$ cat config.mk
export PLATFORM = sky130hd
export DESIGN_NAME = masked_byte_signature_scan_unit_flat
export DESIGN_NICKNAME = d
export VERILOG_FILES = /design/src/hw/rtl/mbss_pkg.sv /design/src/hw/rtl/mbss_channels.sv /design/src/hw/rtl/mbss_ram.sv /design/src/hw/rtl/mbss_result_queue.sv /design/src/hw/rtl/mbss_scan_core.sv /design/src/hw/rtl/masked_byte_signature_scan_unit.sv /design/src/flat_wrapper.sv
export SDC_FILE = /design/constraint.sdc
export NUM_CORES = 2
export LEC_CHECK = 0
export BUFFER_PORTS_ARGS = -buffer_cell sky130_fd_sc_hd__buf_2
export CAP_MARGIN = 10
export CORE_MARGIN = 8
export CORE_UTILIZATION = 43
export CTS_CLUSTER_DIAMETER = 60
export CTS_CLUSTER_SIZE = 12
export DETAILED_ROUTE_END_ITERATION = 8
export PLACE_DENSITY = 0.67
export RECOVER_POWER = 100
export SYNTH_ARGS = -nofsm -noshare
export SYNTH_HDL_FRONTEND = slang
export SYNTH_SLANG_ARGS = --single-unit
$ cat constraint.sdc
create_clock -name clk -period 29.9 [get_ports clk]
set_input_delay 1.495 -clock clk [delete_from_list [all_inputs] [get_ports clk]]
set_output_delay 1.495 -clock clk [all_outputs]
set_load 0.02 [all_outputs]
$ cat src/hw/rtl/mbss_pkg.sv
`default_nettype none

package mbss_pkg;

    // Signature storage is fixed by the register map: three 64-bit words of bytes.
    localparam int SIG_BYTES   = 24;
    localparam int LEN_W       = 5;
    localparam int CFG_INDEX_W = 3;
    localparam int CFG_DATA_W  = 64;
    localparam int ADDR_W      = 32;
    localparam int SEEN_W      = 32;

    // Configuration register indexes.
    typedef enum logic [CFG_INDEX_W-1:0] {
        REG_PATTERN_LOW  = 3'd0,
        REG_PATTERN_MID  = 3'd1,
        REG_PATTERN_HIGH = 3'd2,
        REG_CARE_MASK    = 3'd3,
        REG_PATTERN_LEN  = 3'd4,
        REG_SCAN_BASE    = 3'd5
    } reg_index_t;

    // Programmed signature and region setup.
    typedef struct packed {
        logic [63:0]          pattern_low;
        logic [63:0]          pattern_mid;
        logic [63:0]          pattern_high;
        logic [SIG_BYTES-1:0] care_mask;
        logic [LEN_W-1:0]     pattern_length;
        logic [ADDR_W-1:0]    scan_base;
    } cfg_t;

    // One search result.
    typedef struct packed {
        logic              found;
        logic [ADDR_W-1:0] match_address;
    } result_t;

endpackage

`default_nettype wire

$ cat src/hw/rtl/mbss_channels.sv
`default_nettype none

// Byte stream channel.
interface mbss_scan_if;
    logic       valid;
    logic       ready;
    logic [7:0] data_byte;
    logic       last_byte;

    modport source (output valid, output data_byte, output last_byte, input ready);
    modport sink (input valid, input data_byte, input last_byte, output ready);
endinterface

// Search result channel.
interface mbss_result_if;
    logic                      valid;
    logic                      ready;
    logic                      found;
    logic [mbss_pkg::ADDR_W-1:0] match_address;

    modport source (output valid, output found, output match_address, input ready);
    modport sink (input valid, input found, input match_address, output ready);
endinterface

// Configuration write channel.
interface mbss_cfg_if;
    logic                            valid;
    logic                            ready;
    logic [mbss_pkg::CFG_INDEX_W-1:0] index;
    logic [mbss_pkg::CFG_DATA_W-1:0]  data;

    modport source (output valid, output index, output data, input ready);
    modport sink (input valid, input index, input data, output ready);
endinterface

`default_nettype wire

$ cat src/hw/rtl/mbss_ram.sv
`default_nettype none

module mbss_ram #(
    parameter int WIDTH = 8,
    parameter int DEPTH = 2
) (
    input  wire logic                                    clk,
    input  wire logic                                    we,
    input  wire logic [(DEPTH > 1 ? $clog2(DEPTH) : 1)-1:0] waddr,
    input  wire logic [WIDTH-1:0]                        wdata,
    input  wire logic [(DEPTH > 1 ? $clog2(DEPTH) : 1)-1:0] raddr,
    output logic      [WIDTH-1:0]                        rdata
);

    logic [WIDTH-1:0] mem [DEPTH];

    // Single write port, registered read port returning the old data on a collision.
    always_ff @(posedge clk)
    begin
        if (we)
        begin
            mem[waddr] <= wdata;
        end
        rdata <= mem[raddr];
    end

endmodule

`default_nettype wire

$ cat src/hw/rtl/mbss_result_queue.sv
`default_nettype none

module mbss_result_queue (
    input  wire logic              clk,
    input  wire logic              rst_n,
    input  wire logic              push,
    input  wire mbss_pkg::result_t push_data,
    output logic                   full,
    mbss_result_if.source          result
);

    mbss_pkg::result_t entry_reg [2];
    logic              wr_ptr_reg;
    logic              rd_ptr_reg;
    logic [1:0]        count_reg;
    logic [1:0]        count_next;
    logic              pop;

    // The head entry drives the result channel.
    assign result.valid         = (count_reg != 2'd0);
    assign result.found         = entry_reg[rd_ptr_reg].found;
    assign result.match_address = entry_reg[rd_ptr_reg].match_address;
    assign pop                  = result.valid && result.ready;
    assign full                 = (count_reg == 2'd2);

    // Occupancy follows pushes and pops in the same cycle.
    always_comb
    begin
        count_next = count_reg;
        if (push && !pop)
        begin
            count_next = count_reg + 2'd1;
        end
        else if (!push && pop)
        begin
            count_next = count_reg - 2'd1;
        end
    end

    always_ff @(posedge clk or negedge rst_n)
    begin
        if (!rst_n)
        begin
            wr_ptr_reg <= 1'b0;
            rd_ptr_reg <= 1'b0;
            count_reg  <= 2'd0;
        end
        else
        begin
            count_reg <= count_next;
            if (push)
            begin
                wr_ptr_reg <= ~wr_ptr_reg;
            end
            if (pop)
            begin
                rd_ptr_reg <= ~rd_ptr_reg;
            end
        end
    end

    // Entry storage needs no reset.
    always_ff @(posedge clk)
    begin
        if (push)
        begin
            entry_reg[wr_ptr_reg] <= push_data;
        end
    end

endmodule

`default_nettype wire

$ cat src/hw/rtl/mbss_scan_core.sv
`default_nettype none

module mbss_scan_core #(
    parameter int PATTERN_MAX = 24
) (
    input  wire logic              clk,
    input  wire logic              rst_n,
    input  wire logic              accept,
    input  wire logic [7:0]        data_byte,
    input  wire logic              last_byte,
    input  wire mbss_pkg::cfg_t    cfg,
    output logic                   push,
    output mbss_pkg::result_t      push_data
);

    localparam int WIN_W   = PATTERN_MAX * 8;
    localparam int STATE_W = WIN_W + mbss_pkg::SEEN_W + 1;

    logic [STATE_W-1:0] ram_rdata;
    logic [STATE_W-1:0] fwd_data_reg;
    logic               fwd_valid_reg;
    logic               init_reg;
    logic [STATE_W-1:0] state_cur;
    logic [STATE_W-1:0] state_next;

    logic [PATTERN_MAX-1:0][7:0]     win_cur;
    logic [PATTERN_MAX-1:0][7:0]     win_new;
    logic [PATTERN_MAX-1:0][7:0]     win_next;
    logic [mbss_pkg::SEEN_W-1:0]     seen_cur;
    logic [mbss_pkg::SEEN_W-1:0]     seen_new;
    logic [mbss_pkg::SEEN_W-1:0]     seen_next;
    logic                            done_cur;
    logic                            done_next;

    logic [mbss_pkg::SIG_BYTES-1:0][7:0] sig;
    logic [mbss_pkg::LEN_W-1:0]          ulen;
    logic [mbss_pkg::LEN_W-1:0]          k;
    logic [PATTERN_MAX-1:0][7:0]         asig;
    logic [PATTERN_MAX-1:0]              acare;
    logic [PATTERN_MAX-1:0]              byte_ok;
    logic                                hit;
    logic [mbss_pkg::ADDR_W-1:0]         addr;

    // Region state lives in a one-entry memory, rewritten on every transfer.
    mbss_ram #(
        .WIDTH (STATE_W),
        .DEPTH (1)
    ) u_state_ram (
        .clk   (clk),
        .we    (accept),
        .waddr (1'b0),
        .wdata (state_next),
        .raddr (1'b0),
        .rdata (ram_rdata)
    );

    // The memory read is registered, so the last written state is forwarded.
    // Before the first write the memory holds nothing and the state reads as cleared.
    always_comb
    begin
        if (fwd_valid_reg)
        begin
            state_cur = fwd_data_reg;
        end
        else if (init_reg)
        begin
            state_cur = ram_rdata;
        end
        else
        begin
            state_cur = '0;
        end
    end

    assign win_cur  = state_cur[WIN_W-1:0];
    assign seen_cur = state_cur[WIN_W +: mbss_pkg::SEEN_W];
    assign done_cur = state_cur[STATE_W-1];

    // Shift the new byte into the window and count it, saturating at all ones.
    assign win_new  = {win_cur[PATTERN_MAX-2:0], data_byte};
    assign seen_new = (seen_cur == '1) ? seen_cur : seen_cur + mbss_pkg::SEEN_W'(1);

    // Effective signature length: zero acts as one; clamped to stored bytes and window.
    always_comb
    begin
        ulen = cfg.pattern_length;
        if (ulen == '0)
        begin
            ulen = mbss_pkg::LEN_W'(1);
        end
        if (ulen > mbss_pkg::LEN_W'(mbss_pkg::SIG_BYTES))
        begin
            ulen = mbss_pkg::LEN_W'(mbss_pkg::SIG_BYTES);
        end
        if (int'(ulen) > PATTERN_MAX)
        begin
            ulen = mbss_pkg::LEN_W'(PATTERN_MAX);
        end
    end

    assign sig = {cfg.pattern_high, cfg.pattern_mid, cfg.pattern_low};

    // Align the signature to window positions: the newest byte meets the last signature byte.
    always_comb
    begin
        k = '0;
        for (int j = 0; j < PATTERN_MAX; j++)
        begin
            asig[j]  = 8'h00;
            acare[j] = 1'b0;
            if (j < int'(ulen))
            begin
                k        = mbss_pkg::LEN_W'(int'(ulen) - 1 - j);
                asig[j]  = sig[k];
                acare[j] = cfg.care_mask[k];
            end
        end
    end

    // Parallel masked compare of the whole window.
    always_comb
    begin
        for (int j = 0; j < PATTERN_MAX; j++)
        begin
            byte_ok[j] = !acare[j] || (win_new[j] == asig[j]);
        end
    end

    assign hit  = (&byte_ok) && (seen_new >= mbss_pkg::SEEN_W'(ulen));
    assign addr = cfg.scan_base + seen_new - mbss_pkg::ADDR_W'(ulen);

    // One result per region: the first match, or not found at the last byte.
    assign push                    = accept && !done_cur && (hit || last_byte);
    assign push_data.found         = hit;
    assign push_data.match_address = hit ? addr : '0;

    // The last byte of a region clears the whole state.
    assign win_next   = last_byte ? '0 : win_new;
    assign seen_next  = last_byte ? '0 : seen_new;
    assign done_next  = last_byte ? 1'b0 : (done_cur || hit);
    assign state_next = {done_next, seen_next, win_next};

    // Forwarding control and the written-once flag.
    always_ff @(posedge clk or negedge rst_n)
    begin
        if (!rst_n)
        begin
            fwd_valid_reg <= 1'b0;
            init_reg      <= 1'b0;
        end
        else
        begin
            fwd_valid_reg <= accept;
            if (accept)
            begin
                init_reg <= 1'b1;
            end
        end
    end

    // Forwarded copy of the last write.
    always_ff @(posedge clk)
    begin
        if (accept)
        begin
            fwd_data_reg <= state_next;
        end
    end

endmodule

`default_nettype wire

$ cat src/hw/rtl/masked_byte_signature_scan_unit.sv
`default_nettype none
// Results: a result is pushed into a two-entry result queue when the byte that causes it
// is transferred, and the queue offers its head entry on the result channel.
// Throughput: one byte per cycle; the byte channel stalls only when the result queue is full.
// Reset: configuration returns to its reset values, the region state reads as cleared
// until its memory entry is first written, and the result queue empties.

module masked_byte_signature_scan_unit #(
    parameter int PATTERN_MAX = 24
) (
    input wire logic     clk,
    input wire logic     rst_n,
    mbss_scan_if.sink    bytes,
    mbss_result_if.source result,
    mbss_cfg_if.sink     cfg
);

    mbss_pkg::cfg_t    cfg_reg;
    mbss_pkg::result_t push_data;
    logic              push;
    logic              full;
    logic              accept;

    // Configuration writes are always taken.
    assign cfg.ready = 1'b1;

    always_ff @(posedge clk or negedge rst_n)
    begin
        if (!rst_n)
        begin
            cfg_reg.pattern_low    <= '0;
            cfg_reg.pattern_mid    <= '0;
            cfg_reg.pattern_high   <= '0;
            cfg_reg.care_mask      <= '0;
            cfg_reg.pattern_length <= mbss_pkg::LEN_W'(1);
            cfg_reg.scan_base      <= '0;
        end
        else if (cfg.valid)
        begin
            case (mbss_pkg::reg_index_t'(cfg.index))
                mbss_pkg::REG_PATTERN_LOW:  cfg_reg.pattern_low    <= cfg.data;
                mbss_pkg::REG_PATTERN_MID:  cfg_reg.pattern_mid    <= cfg.data;
                mbss_pkg::REG_PATTERN_HIGH: cfg_reg.pattern_high   <= cfg.data;
                mbss_pkg::REG_CARE_MASK:
                    cfg_reg.care_mask <= cfg.data[mbss_pkg::SIG_BYTES-1:0];
                mbss_pkg::REG_PATTERN_LEN:
                    cfg_reg.pattern_length <= cfg.data[mbss_pkg::LEN_W-1:0];
                mbss_pkg::REG_SCAN_BASE:
                    cfg_reg.scan_base <= cfg.data[mbss_pkg::ADDR_W-1:0];
                default:
                begin
                end
            endcase
        end
    end

    // A byte transfer needs room for a possible result.
    assign bytes.ready = !full;
    assign accept      = bytes.valid && bytes.ready;

    mbss_scan_core #(
        .PATTERN_MAX (PATTERN_MAX)
    ) u_core (
        .clk       (clk),
        .rst_n     (rst_n),
        .accept    (accept),
        .data_byte (bytes.data_byte),
        .last_byte (bytes.last_byte),
        .cfg       (cfg_reg),
        .push      (push),
        .push_data (push_data)
    );

    mbss_result_queue u_queue (
        .clk       (clk),
        .rst_n     (rst_n),
        .push      (push),
        .push_data (push_data),
        .full      (full),
        .result    (result)
    );

endmodule

`default_nettype wire

$ cat src/flat_wrapper.sv
// flat-port wrapper written by rule: the top's interface ports become plain ports
module masked_byte_signature_scan_unit_flat 
#(
    parameter int PATTERN_MAX = 24
)
  (clk, rst_n, bytes_valid, bytes_data_byte, bytes_last_byte, bytes_ready, result_valid, result_found, result_match_address, result_ready, cfg_valid, cfg_index, cfg_data, cfg_ready);
  mbss_scan_if bytes_i ();
  mbss_result_if result_i ();
  mbss_cfg_if cfg_i ();
  input wire logic clk;
  input wire logic rst_n;
  input wire logic [$bits(bytes_i.valid)-1:0] bytes_valid;
  input wire logic [$bits(bytes_i.data_byte)-1:0] bytes_data_byte;
  input wire logic [$bits(bytes_i.last_byte)-1:0] bytes_last_byte;
  output wire logic [$bits(bytes_i.ready)-1:0] bytes_ready;
  output wire logic [$bits(result_i.valid)-1:0] result_valid;
  output wire logic [$bits(result_i.found)-1:0] result_found;
  output wire logic [$bits(result_i.match_address)-1:0] result_match_address;
  input wire logic [$bits(result_i.ready)-1:0] result_ready;
  input wire logic [$bits(cfg_i.valid)-1:0] cfg_valid;
  input wire logic [$bits(cfg_i.index)-1:0] cfg_index;
  input wire logic [$bits(cfg_i.data)-1:0] cfg_data;
  output wire logic [$bits(cfg_i.ready)-1:0] cfg_ready;
  assign bytes_i.valid = bytes_valid;
  assign bytes_i.data_byte = bytes_data_byte;
  assign bytes_i.last_byte = bytes_last_byte;
  assign bytes_ready = bytes_i.ready;
  assign result_valid = result_i.valid;
  assign result_found = result_i.found;
  assign result_match_address = result_i.match_address;
  assign result_i.ready = result_ready;
  assign cfg_i.valid = cfg_valid;
  assign cfg_i.index = cfg_index;
  assign cfg_i.data = cfg_data;
  assign cfg_ready = cfg_i.ready;
  masked_byte_signature_scan_unit #(.PATTERN_MAX(PATTERN_MAX)) u_core (.clk(clk), .rst_n(rst_n), .bytes(bytes_i), .result(result_i), .cfg(cfg_i));
endmodule
Word level (Yosys, flattened, before mapping)
Memories as Yosys holds them, arrays and structs flattened. A register that Yosys moved wholly into a read port is not among the register bits.
Cells that the tools add are included.
Widths: inputs -> output; s select.
{"block": "classes", "n_addsub": 29, "order_cmp": 51, "n_eq_ne": 31, "muxes": 160, "bitwise_logic": 2, "reduce_logical": 72}
{"operator": "$bmux 8 s5", "count": 24}
{"operator": "$mux 225", "count": 2}
{"operator": "$mux 8", "count": 48}
{"operator": "$eq 8x8->1", "count": 24}
{"operator": "$mux 192", "count": 1}
{"operator": "$lt 5x6->1 const B", "count": 24}
{"operator": "$bmux 1 s5", "count": 24}
{"operator": "$mux 32", "count": 3}
{"operator": "$sub 5x5->5 const B", "count": 16}
{"operator": "$mux 1", "count": 53}
{"operator": "$lt 4x5->1 const A", "count": 8}
{"operator": "$lt 5x5->1 const A", "count": 8}
{"operator": "$add 32x1->32 const B", "count": 1}
{"operator": "$add 32x32->32", "count": 1}
{"operator": "$eq 32x32->1 const B", "count": 1}
{"operator": "$ge 32x5->1", "count": 1}
{"operator": "$sub 32x5->32", "count": 1}
{"operator": "$logic_not 1->1", "count": 28}
{"operator": "$logic_or 1x1->1", "count": 26}
{"operator": "$reduce_and 24->1", "count": 1}
{"operator": "$lt 3x5->1 const A", "count": 4}
{"operator": "$sub 5x4->5 const B", "count": 4}
{"operator": "$mux 5", "count": 3}
{"operator": "$reduce_and 2->1", "count": 6}
{"operator": "18 further kinds", "count": 33}
{"block": "word_totals", "ff_bits": 484, "mem_bits_rw": 291, "in_bits": 81, "wordCells": 359, "memories": 2}
{"memory": "u_core.u_core.u_state_ram.mem", "depth": 1, "word_bits": 225, "rd": 1, "rd_clocked_by_memory_dff": 1, "write_ports": 1, "line": "mbss_ram.sv:15", "source": "logic [WIDTH-1:0] mem [DEPTH];"}
{"memory": "u_core.u_queue.entry_reg", "depth": 2, "word_bits": 33, "rd": 1, "rd_clocked_by_memory_dff": 0, "write_ports": 1, "line": "mbss_result_queue.sv:12", "source": "mbss_pkg::result_t entry_reg [2];"}

Longest topological paths before layout
{"block": "logic_depth", "depth_word": 21, "depth_mapped": 39}

By module
Synthesis repeated with hierarchy kept, for this count alone.
{"block": "unflattened", "hier_cells": 4999, "area_unflattened_um2": 56748.2}
{"module": "mbss_scan_core", "instances": 1, "cells_each": 3888, "area_each_um2": 32775.2}
{"module": "mbss_ram", "instances": 1, "cells_each": 450, "area_each_um2": 11260.8}
{"module": "masked_byte_signature_scan_unit", "instances": 1, "cells_each": 542, "area_each_um2": 9987.1}
{"module": "mbss_result_queue", "instances": 1, "cells_each": 119, "area_each_um2": 2725.1}

Worst setup path before layout
OpenSTA, ideal clock, no wires.
{"block": "synth_timing", "path_kind": "reg2reg", "startpoint": "register u_core.cfg_reg[34] (netlist name)", "endpoint": "memory u_core.u_queue.entry_reg[1][0] (netlist name), enable pin", "setup_ps": 473, "arrival_time_ps": 9982, "t_required_ps": 29427, "path_slack_ps": 19445, "path_stages_with_launch": 35, "synth_period_minus_slack_ps": 10455, "path_cell_list": "dfrtp_1 buf_2 or4_1 buf_6 nand2_8 inv_6 buf_6 buf_6 buf_6 buf_6 buf_2 buf_2 clkbuf_1 ha_1 xnor2_1 clkbuf_1 buf_1 buf_1 inv_1 ha_1 clkbuf_1 mux2i_1 nor2_1 nor3_1 nor2_1 clkbuf_1 nor3_1 a31oi_1 xor2_1 o41a_1 a2111oi_2 nand4_1 nor4b_4 nand3_4 a211oi_1"}
{"block": "synth_via", "elab_chain_cells": 19}
{"element": "start: declaration", "line": "masked_byte_signature_scan_unit.sv:18", "source": "mbss_pkg::cfg_t cfg_reg;"}
{"element": "$logic_not 5->1", "line": "mbss_scan_core.sv:87", "source": "if (ulen == '0)"}
{"element": "$mux 5 (*)", "line": "mbss_scan_core.sv:87"}
{"element": "$gt 5x5->1", "line": "mbss_scan_core.sv:91", "source": "if (ulen > mbss_pkg::LEN_W'(mbss_pkg::SIG_BYTES))"}
{"element": "$mux 5 (*)", "line": "mbss_scan_core.sv:91"}
{"element": "$gt 5x5->1", "line": "mbss_scan_core.sv:95", "source": "if (int'(ulen) > PATTERN_MAX)"}
{"element": "$mux 5 (*)", "line": "mbss_scan_core.sv:95"}
{"element": "$sub 5x1->5", "line": "mbss_scan_core.sv:113", "source": "k = mbss_pkg::LEN_W'(int'(ulen) - 1 - j);"}
{"element": "$sub 5x2->5, or another cell as far along", "line": "mbss_scan_core.sv:113"}
{"element": "[... 3 more ...]"}
{"element": "$eq 8x8->1 / $logic_not 1->1 (equally long branches)", "line": "mbss_scan_core.sv:125", "source": "byte_ok[j] = !acare[j] || (win_new[j] == asig[j]);"}
{"element": "$logic_or 1x1->1", "line": "mbss_scan_core.sv:125"}
{"element": "$reduce_and 24->1", "line": "mbss_scan_core.sv:129", "source": "assign hit = (&byte_ok) && (seen_new >= mbss_pkg::SEEN_W'(ulen));"}
{"element": "$logic_and 1x1->1 (*)", "line": "mbss_scan_core.sv:129"}
{"element": "$logic_or 1x1->1 (*)", "line": "mbss_scan_core.sv:133", "source": "assign push = accept && !done_cur && (hit || last_byte);"}
{"element": "$logic_and 1x1->1 (*)", "line": "mbss_scan_core.sv:133"}
{"element": "$mux 1 (*)", "line": "mbss_result_queue.sv:65", "source": "if (push)"}
{"element": "$mux 1 (implied by the code) (*)", "line": "mbss_result_queue.sv:67", "source": "entry_reg[wr_ptr_reg] <= push_data;"}
{"element": "end: declaration", "line": "mbss_result_queue.sv:12"}
Every way passes the cells marked *; elsewhere a longest branch is shown, timed or not. The select of a mux whose other input is x is not followed.

Final worst setup path
{"block": "layout_timing", "startpoint": "register u_core.cfg_reg[35] (netlist name)", "endpoint": "memory u_core.u_queue.entry_reg[0][9] (netlist name), enable pin"}
Same word-level chain as after synthesis.

==> results.ini <==
[route]
dr_wl_met3_um=29300
vias=48100
wire_per_inst_um=36.3
drt_wl_total_um=256000
via_per_inst=6.81
drc=0
wl_met1_um=107000
ant_nets=0
top_layer=met5
firstDrtPassIters=6
drt_first_iter_violations=7435
routed-wl-met2_um=101000

[yosys]
syn-num-nets=5545
synth_simple_gate_area_share=0.142
synthXorXnorAreaFrac=0.0354
synth_top_family_by_area=multiplexers
synth_edf_count=283
async_flop_share=0.341
ys.flop_type=edfxtp_1
synth-compound-area-share=0.189
synthMuxAreaShare=0.201
synth_warnings=0
syn_inst=5387
synthAdderAreaFrac=0.0193
seq_area_frac_synth=0.372
synth_cell_types=102
netlist_area_um2=51900
ys_ff_latch=759
avgSynthCellArea_um2=9.64

[clocking]
cts_buffers=91
clockBufferDepth=3
post-cts-setup-buffers=0
clk_pin_slew_ns=0.06
htreeDepth=3
root_buffer=clkbuf_16
cts_resized=0
cts_sinks=759
insertion_delay_ns=0.73
cts_hold_buf=0
cts_tree=built

[layout]
final_nets=5539
syn2layout_area_growth_pct=10.3
final_common_cell=nand2_1
multi_input_area_um2=30600
drive_gt1_frac=0.164
regArea_um2=19300
fillerInstances=11300
final_cell_mix=nand2_1, mux2i_1, nor2_1, mux2_2, edfxtp_1
largest_reg_flops=253

[setup_path]
required_ns=30.23
r2r_setup_slack_ns=9.85
worst_setup_path_end_kind=flip-flop
crit_fanout=58
arrival_ns=20.38
crit_path_top_delay_cell=clkinvlp_2
cp-start-kind=flip-flop
max_stage_delay_ns=2.93
reg2regPathDepth=24
criticalPathCategory=flip-flop to flip-flop
crit_chain=clkbuf_1 -> or4_1 -> buf_4 -> nand2_1 -> clkinvlp_2 -> ha_1 -> buf_4 -> xnor2_1 -> clkbuf_1 -> inv_2 -> ha_1 -> nand2_1 -> nand2_1 -> o21ai_0 -> o21ai_0 -> a21oi_1 -> o21ai_0 -> a2111oi_0 -> o2111a_1 -> o221a_2 -> nand4_1 -> nor4b_1 -> nand3_1 -> a21boi_4

[sta]
period_share=0.671
slew_viol_final=1305
fmax_ghz=0.0499
relSlewSlack=-2.71
rsz0062_at_grt=no
worstMarginPinSlew_ns=5.56
period_needed_ns=20.05
setup_viol=0
hold_viol_final=0
setup_ws_ns=9.85
fin_setup_tns_ns=0
fin_skew_ns=0.0297

[global_routing]
grt.total_usage=0.373
grt_overflow_total=0
grt_pass1_vias=43500
antenna_found_initial=16
grt_start_max_net_pins=138
grt_pass1_wl_um=351000

[placement]
gp_congestion=1.08
port_buffers=115
dpl.hpwl_um=199000
place_worst_setup_slack_ns=19.12

[die]
initial_core_util=0.433
ios=117
die_area_um2=132000
row_count=127
core_area_um2=120000
die_h_um=364
die_x_um=364

[power]
powerDensity_nw_per_um2=146
vdd_drop_max_v=0.0000767
leakagePower_nw=22.7

[outcome]
status=finished, violations left
violations=max-capacitance violations, max-slew violations

[min_path]
min_path_cells=0
min_path_type=flip-flop to flip-flop

[run]
drv_cap=27

==> stage by stage <==
stage                     instance area, µm²  power (mW)  cells   util  hold slack (ns)
after floorplan                        51900        4.86   5387      -            0.348
after global placement                 54500        6.97   6899  0.455            0.350
after detailed placement               54500        7.00   6900  0.455            0.355
after CTS                              57500        8.12   7060  0.480            0.360
after global routing                   57300        8.58   7060  0.478            0.367
final                                  57300        8.35   7067  0.478            0.364
==> layout make-up <==
class	instances	share of cell area
multi-input cells	4104	0.535
flip-flops and latches	759	0.337
clock buffers	124	0.0430
well taps	1612	0.0352
repair buffers	298	0.0326
inverters	127	0.00850
clock inverters	36	0.00824
diodes	7	0.000306
==> worst paths after layout <==
| check | from | end |
|---|---|---|
| setup / recovery | u_core.cfg_reg[35] | u_core.u_queue.entry_reg[0][9] |
| hold / removal | u_core.u_core.u_state_ram.mem[0][23] | u_core.u_core.u_state_ram.rdata[23] |
| setup reg to reg | u_core.cfg_reg[35] | u_core.u_queue.entry_reg[0][9] |
| hold reg to reg | u_core.u_core.u_state_ram.mem[0][23] | u_core.u_core.u_state_ram.rdata[23] |
| max in group asynchronous | rst_n | u_core.cfg_reg[250] |
| min in group asynchronous | rst_n | u_core.cfg_reg[113] |
==> cell usage after synthesis (22+ instances only) <==
| library cell | count | area share |
|---|---|---|
| nand2_1 | 502 | 0.036 |
| mux2i_1 | 462 | 0.089 |
| nor2_1 | 431 | 0.031 |
| mux2_2 | 314 | 0.068 |
| edfxtp_1 | 283 | 0.16 |
| clkbuf_1 | 260 | 0.019 |
| dfrtp_1 | 258 | 0.12 |
| a21oi_1 | 250 | 0.024 |
| a22oi_1 | 232 | 0.034 |
| dfxtp_1 | 217 | 0.084 |
| o21ai_0 | 149 | 0.014 |
| nor3_1 | 139 | 0.013 |
| xnor2_1 | 131 | 0.022 |
| nand3_1 | 122 | 0.012 |
| inv_1 | 120 | 0.0087 |
| mux4_2 | 100 | 0.043 |
| nand2b_1 | 83 | 0.010 |
| a221oi_1 | 81 | 0.014 |
| a211oi_1 | 77 | 0.011 |
| ha_1 | 72 | 0.017 |
| buf_1 | 71 | 0.0051 |
| o22ai_1 | 68 | 0.0082 |
| xor2_1 | 66 | 0.011 |
| a31oi_1 | 58 | 0.0070 |
| a22o_1 | 57 | 0.0096 |
| buf_2 | 47 | 0.0045 |
| and2_1 | 38 | 0.0046 |
| or3_1 | 38 | 0.0046 |
| nor4_1 | 33 | 0.0040 |
| nor2b_1 | 32 | 0.0039 |
| o211ai_1 | 32 | 0.0046 |
| o31ai_1 | 32 | 0.0046 |
| nand4_1 | 29 | 0.0035 |
| or2_2 | 29 | 0.0035 |
| and3_1 | 27 | 0.0033 |
| a311oi_1 | 25 | 0.0042 |
| o21a_1 | 22 | 0.0032 |
| o221ai_1 | 22 | 0.0037 |
==> critical path, delay by kind of cell, from the launching register on <==
kind,cells,cell delay [ns]
buffers and inverters,6,6.41
and+or+nand+nor,7,5.70
AOI/OAI and AO/OA,8,4.32
adders and majority gates,2,1.56
DFF,1,0.81
xor gates and xnor gates,1,0.58
==> cells by family (layout without fill, tap and decap cells) <==
group	after synthesis	count (layout)
mux	876	876
simple gates	1576	1576
xor+xnor	202	202
other cells	1	8
compound gates	1372	1372
buf+inv	524	585
fa+ha+maj	77	77
flops	759	759
==> routing by layer <==
layer,up-vias,GRT usage
li1,20400,-
met1,24100,0.522
met3,541,0.105
met5,-,0
met4,6,0.217
met2,3061,0.509
==> power by group <==
group	internal, mW	switching (mW)
registers	1.38	0.241
logic	1.83	3.80
clock network	0.625	0.475
total	3.83	4.51
No activity file was read; power rests on OpenSTA's default activity.
